`config.mk`:
```
export PLATFORM = sky130hd
export DESIGN_NAME = rcptx_modu
export DESIGN_NICKNAME = d
export VERILOG_FILES = /design/src/sv/rcptx_pkg.sv /design/src/sv/rcptx_modu.sv
export SDC_FILE = /design/constraint.sdc
export NUM_CORES = 1
export LEC_CHECK = 0
export ABC_AREA = 1
export BUFFER_PORTS_ARGS = -buffer_cell sky130_fd_sc_hd__buf_2
export CAP_MARGIN = 40
export CORE_UTILIZATION = 35
export CTS_CLUSTER_SIZE = 30
export DETAILED_ROUTE_END_ITERATION = 7
export PLACE_DENSITY_LB_ADDON = 0.2
export SYNTH_ARGS = -nofsm -noshare
export SYNTH_HDL_FRONTEND = slang
export SYNTH_SLANG_ARGS = --single-unit
```
`constraint.sdc`:
```
create_clock -name clk -period 3.1 [get_ports clk]
set_input_delay 0.465 -clock clk [delete_from_list [all_inputs] [get_ports clk]]
set_output_delay 0.465 -clock clk [all_outputs]
set_load 0.05 [all_outputs]
```
`src/sv/rcptx_pkg.sv`:
```
// ----------------------------------------------------------------------------
// rcptx_pkg
// Shared constants and types of the pulse transmit block: bus map, operation
// codes and the request/response bundle of the remainder unit.
// ----------------------------------------------------------------------------
package rcptx_pkg;

    localparam logic [1:0] OP_READ  = 2'd0;
    localparam logic [1:0] OP_WRITE = 2'd1;
    localparam logic [1:0] OP_TICK  = 2'd2;

    localparam logic [11:0] ADDR_CONF     = 12'h020;
    localparam logic [11:0] ADDR_INT_RAW  = 12'h0A0;
    localparam logic [11:0] ADDR_INT_ST   = 12'h0A4;
    localparam logic [11:0] ADDR_INT_ENA  = 12'h0A8;
    localparam logic [11:0] ADDR_INT_CLR  = 12'h0AC;
    localparam logic [11:0] ADDR_TX_LIM   = 12'h0D0;
    localparam logic [11:0] ADDR_BUS_CONF = 12'h0F0;
    localparam logic [11:0] ADDR_MEM      = 12'h800;

    localparam int BLOCK_WORDS = 64;
    localparam int DIVIDEND_W  = 26;
    localparam int DIVISOR_W   = 4;

    typedef struct packed {
        logic                  start;
        logic [DIVIDEND_W-1:0] dividend;
        logic [DIVISOR_W-1:0]  divisor;
    } mod_req_t;

    typedef struct packed {
        logic                 done;
        logic [DIVISOR_W-1:0] rem;
    } mod_rsp_t;

endpackage

```
`src/sv/rcptx_modu.sv`:
```
// ----------------------------------------------------------------------------
// rcptx_modu
// Bit-serial remainder unit: one restoring step per cycle over the dividend.
// ----------------------------------------------------------------------------
module rcptx_modu (
    input  logic               clk,
    input  logic               rst_n,
    input  rcptx_pkg::mod_req_t req,
    output rcptx_pkg::mod_rsp_t rsp
);
    import rcptx_pkg::*;

    localparam int CW = $clog2(DIVIDEND_W + 1);

    logic [DIVIDEND_W-1:0] shift_reg;
    logic [DIVISOR_W-1:0]  div_reg;
    logic [DIVISOR_W-1:0]  rem_reg;
    logic [CW-1:0]         cnt_reg;
    logic                  busy_reg;
    logic                  done_reg;
    logic [DIVISOR_W:0]    trial;
    logic [DIVISOR_W-1:0]  rem_next;

    always_comb
    begin
        trial = {rem_reg, shift_reg[DIVIDEND_W-1]};
        if (trial >= {1'b0, div_reg})
        begin
            rem_next = DIVISOR_W'(trial - {1'b0, div_reg});
        end
        else
        begin
            rem_next = trial[DIVISOR_W-1:0];
        end
    end

    always_ff @(posedge clk or negedge rst_n)
    begin
        if (!rst_n)
        begin
            busy_reg <= 1'b0;
            done_reg <= 1'b0;
            cnt_reg  <= '0;
        end
        else
        begin
            done_reg <= 1'b0;
            if (req.start)
            begin
                busy_reg  <= 1'b1;
                shift_reg <= req.dividend;
                div_reg   <= req.divisor;
                rem_reg   <= '0;
                cnt_reg   <= CW'(DIVIDEND_W);
            end
            else if (busy_reg)
            begin
                rem_reg   <= rem_next;
                shift_reg <= shift_reg << 1;
                cnt_reg   <= cnt_reg - 1'b1;
                if (cnt_reg == CW'(1))
                begin
                    busy_reg <= 1'b0;
                    done_reg <= 1'b1;
                end
            end
        end
    end

    assign rsp.done = done_reg;
    assign rsp.rem  = rem_reg;

endmodule

```
# Yosys cells after proc, flatten, opt, wreduce, memory -nomap -nowiden
# Cells that the tools add are included.
# word_totals
ff_bits	41
latch_bits	0
ram_bits	0
rom_bits	0
output_inout_bits	5
wordCells	25
memories	0
# classes
n_addsub	2
n_mul	0
n_div	0
order_cmp	1
n_eq_ne	1
shifts	0
muxes	12
bitwise_logic	0
reduce_logical	3
# op_table
cell	n
two-way mux 26 bit	2
two-way mux 5 bit	2
two-way mux 4 bit	2
two-way mux 1 bit	6
== test 5 x 1 -> 1 bit, second input constant	1
>= comparator 5 x 4 -> 1 bit	1
subtractor 5 x 1 -> 5 bit, second input constant	1
AND reduction 2 bit	2
subtractor 4 bit	1
nonzero test 2 bit	1

# Logic depth before layout (Yosys ltp)
# logic_depth
depth_word	4
ltp_mapped	11
mapped_depth_nobuf	11

# Worst setup path before layout
# No wires, ideal clock.
# synth_path
kind	input port to flip-flop
from	input req[30] (netlist bit)
to	register shift_reg[0], enable pin
setup_ps	409
arrival_time_ps	1640
path_slack_ps	1051
path_stages	2
path_cell_list	nor2_2 -> nor2_1
# synth_via
elab_chain_len	2
# synth_rtl
item	line_no	text
start, declared	rcptx_modu.sv:8	input rcptx_pkg::mod_req_t req,
nonzero test 2 bit (no line)	--	
AND reduction 2 bit (no line)	--	
end signal, assigned	rcptx_modu.sv:51	shift_reg <= req.dividend;
end signal, assigned	rcptx_modu.sv:59	shift_reg <= shift_reg << 1;
end, declared	rcptx_modu.sv:15	logic [DIVIDEND_W-1:0] shift_reg;
# Every way passes these cells.
# A chain may end at the register's enable or synchronous reset.

# Worst setup path after layout
# layout_path
from	register rem_reg[1]
to	register rem_reg[1] (data pin)
# layout_via
elab_chain_len	3
# layout_rtl
item	line_no	text
start, declared	rcptx_modu.sv:17	logic [DIVISOR_W-1:0] rem_reg;
start signal, assigned	rcptx_modu.sv:58	rem_reg <= rem_next;
>= comparator 5 x 4 -> 1 bit	rcptx_modu.sv:27	if (trial >= {1'b0, div_reg})
two-way mux 4 bit	rcptx_modu.sv:27	
two-way mux 4 bit (*)	rcptx_modu.sv:56	else if (busy_reg)
# Every way passes the cells marked *; elsewhere a longest branch is shown, timed or not.

==> flow_summary.ini <==
[timing]
period_share = 0.543
hold_viol = 0
slew_headroom = 0.608
tns_ns = 0
holdWs_ns = 0.0517
timing.final.crit_period_ns = 1.68
max_freq_ghz = 0.594
setup_viol = 0
grt_setup_unrepaired = false
worst_pin_slew_ns = 0.587
slew_violations = 0
finalClockSkew_ns = 0.00229

[detailed_routing]
wl_per_cell_um = 10.6
vias_per_cell = 4.34
initialDrtViolationCount = 50
finalWirelength_um = 3370
ant_nets = 0
drc = 0
dr_total_vias = 1384
drt_first_pass_iters = 4

[setup_path]
worst_ep_required_time_ns = 3.15
crit_path_start_kind = flop
crit_type = flop to flop
cp_max_fo = 5
cp-end-kind = flop
r2r_slack_ns = 1.42
crit_arrival_ns = 1.73

[floorplan]
die_area_sq_um = 5970
rows = 27
io_pins = 38
die_w_um = 77.3
die_y_um = 77.3
core_sq_um = 5470
start_util = 0.363

[grt]
grt_max_degree = 33
grt_first_pass_wirelength_um = 6130
grtUsageTotal = 0.134
grt_pass1_vias = 1353
overflow = 0
antenna_found_initial = 0

[clock_tree]
cts_root_buf = clkbuf_8
cts_tree = yes
clockBufferDepth = 2
cts_setup_buffers = 0
cts_buffers = 5
postCtsHoldBufs = 0
clk_pin_slew_ns = 0.07
cts.sinks = 41
cts.htree.levels = 2
cts-resized-gates = 0
clock_latency_ns = 0.28

[synthesis]
synth_cells = 208
synth_top_flop_cell = edfxtp_1
syn_nets = 248
ys_types = 22
synth_most_common_cell = nand2_1
yosys_warnings = 0
syn_area_sq_um = 1980
synth_area_leader_cell = edfxtp_1
syn-mean-instance-area_sq_um = 9.54
synth_top_area_frac = 0.515
yosysSeqAreaShare = 0.603
synthTopCellsByCount = nand2_1, edfxtp_1, inv_1
synth_edf_count = 34
async_reset_ff_frac = 0.171
ys_ff_latch = 41
synth.area.top_cells = edfxtp_1, nand2_1, dfrtp_1, ha_1, inv_1

[placed_design]
dp_hpwl_um = 2310
place.gp.congestion = 0.767
port-buffer-count = 37

[power]
swShare = 0.267
p_leak_nw = 1.15
p_int_w = 0.000878
ir_drop_mv = 0.228
p_sw_w = 0.000320
pwr-share-comb = 0.173
clockPowerShare = 0.267
pwr-share-seq = 0.561
powerDensity_nw_per_um2 = 519

[layout]
drive_gt1_frac = 0.211
largest_reg_flops = 26
n_antenna_cell = 0
syn2layout_area_growth_pct = 16.3
nets = 287

[flow_run]
drv_cap = 0

[min_path]
min_path_type = primary input to asynchronous set/reset pin

[outcome]
outcome = finished, final reports clean
==> stage by stage <==
step	utilization	setup WS (ns)	cell area [sq um]	power [W]	instances
5_1_grt	0.422	1.28	2310	0.00127	319
6_report	0.422	1.42	2310	0.00120	319
3_5_place_dp	0.408	1.14	2230	0.000896	312
4_1_cts	0.422	1.40	2310	0.00122	319
3_3_place_gp	0.408	1.18	2230	0.000893	312
2_1_floorplan	-	1.05	1980	0.000836	208
==> layout make-up <==
cell class	count	area [sq um]
Clock inverter	1	3.75
Clock buffer	6	72.6
Multi-Input combinational cell	139	671
Sequential cell	41	1200
Fill cell	567	3160
Timing Repair Buffer	38	193
Tap cell	72	90.1
Inverter	22	82.6
==> critical path, stage by stage (launching register included) <==
cell      delay [ns]
edfxtp_1        0.46
ha_1            0.39
a21oi_2         0.21
nand2_2         0.09
nand2_4         0.09
nand3_1         0.07
nand3_1         0.09
nand2_1         0.05
==> cells by family after synthesis <==
group	synth area share
xor gates and xnor gates	0.00441
adders and majority gates	0.0479
and+or+nand+nor	0.261
AOI/OAI and AO/OA	0.0233
buffers and inverters	0.0605
DFF	0.603
==> placed cells by master (no fill, tap or decap), drive strengths merged <==
cell	n
a21oi	4
a22oi	1
buf	38
clkbuf	6
clkinv	2
dfrtp	7
edfxtp	34
fa	1
ha	6
inv	21
nand2	102
nand3	12
nand4	1
nor2	8
o21ai	3
xnor2	1
==> power groups by stage <==
| stage | logic, W | clock network [W] | registers, W |
|---|---|---|---|
| floorplan | 0.000133 | 0 | 0.000703 |
| global placement | 0.000209 | 0 | 0.000684 |
| detailed placement | 0.000211 | 0 | 0.000684 |
| CTS | 0.000212 | 0.000332 | 0.000672 |
| global route | 0.000241 | 0.000353 | 0.000678 |
| finish | 0.000207 | 0.000319 | 0.000671 |
==> worst paths after layout <==
check                                                end                     start  cells after the start
worst min register to register    cnt_reg[3]$_DFFE_PN0N_    cnt_reg[3]$_DFFE_PN0N_                      1
worst min-delay path                  done_reg$_DFF_PN0_                     rst_n                      1
max in group asynchronous         cnt_reg[4]$_DFFE_PN0N_                     rst_n                      1
min in group clk                    div_reg[2]$_DFFE_PP_                    req[2]                      1
worst max-delay path            rem_reg[1]$_SDFFCE_PP0P_  rem_reg[1]$_SDFFCE_PP0P_                      7
worst max register to register  rem_reg[1]$_SDFFCE_PP0P_  rem_reg[1]$_SDFFCE_PP0P_                      7
==> routing by layer <==
layer	GRT usage	share of wire	vias to the layer above
met5	0	0	-
met4	0.0566	0.018	0
met3	0.0381	0.042	6
met2	0.212	0.44	30
met1	0.169	0.49	612
li1	-	-	736
(Power assumes the default switching activity.)
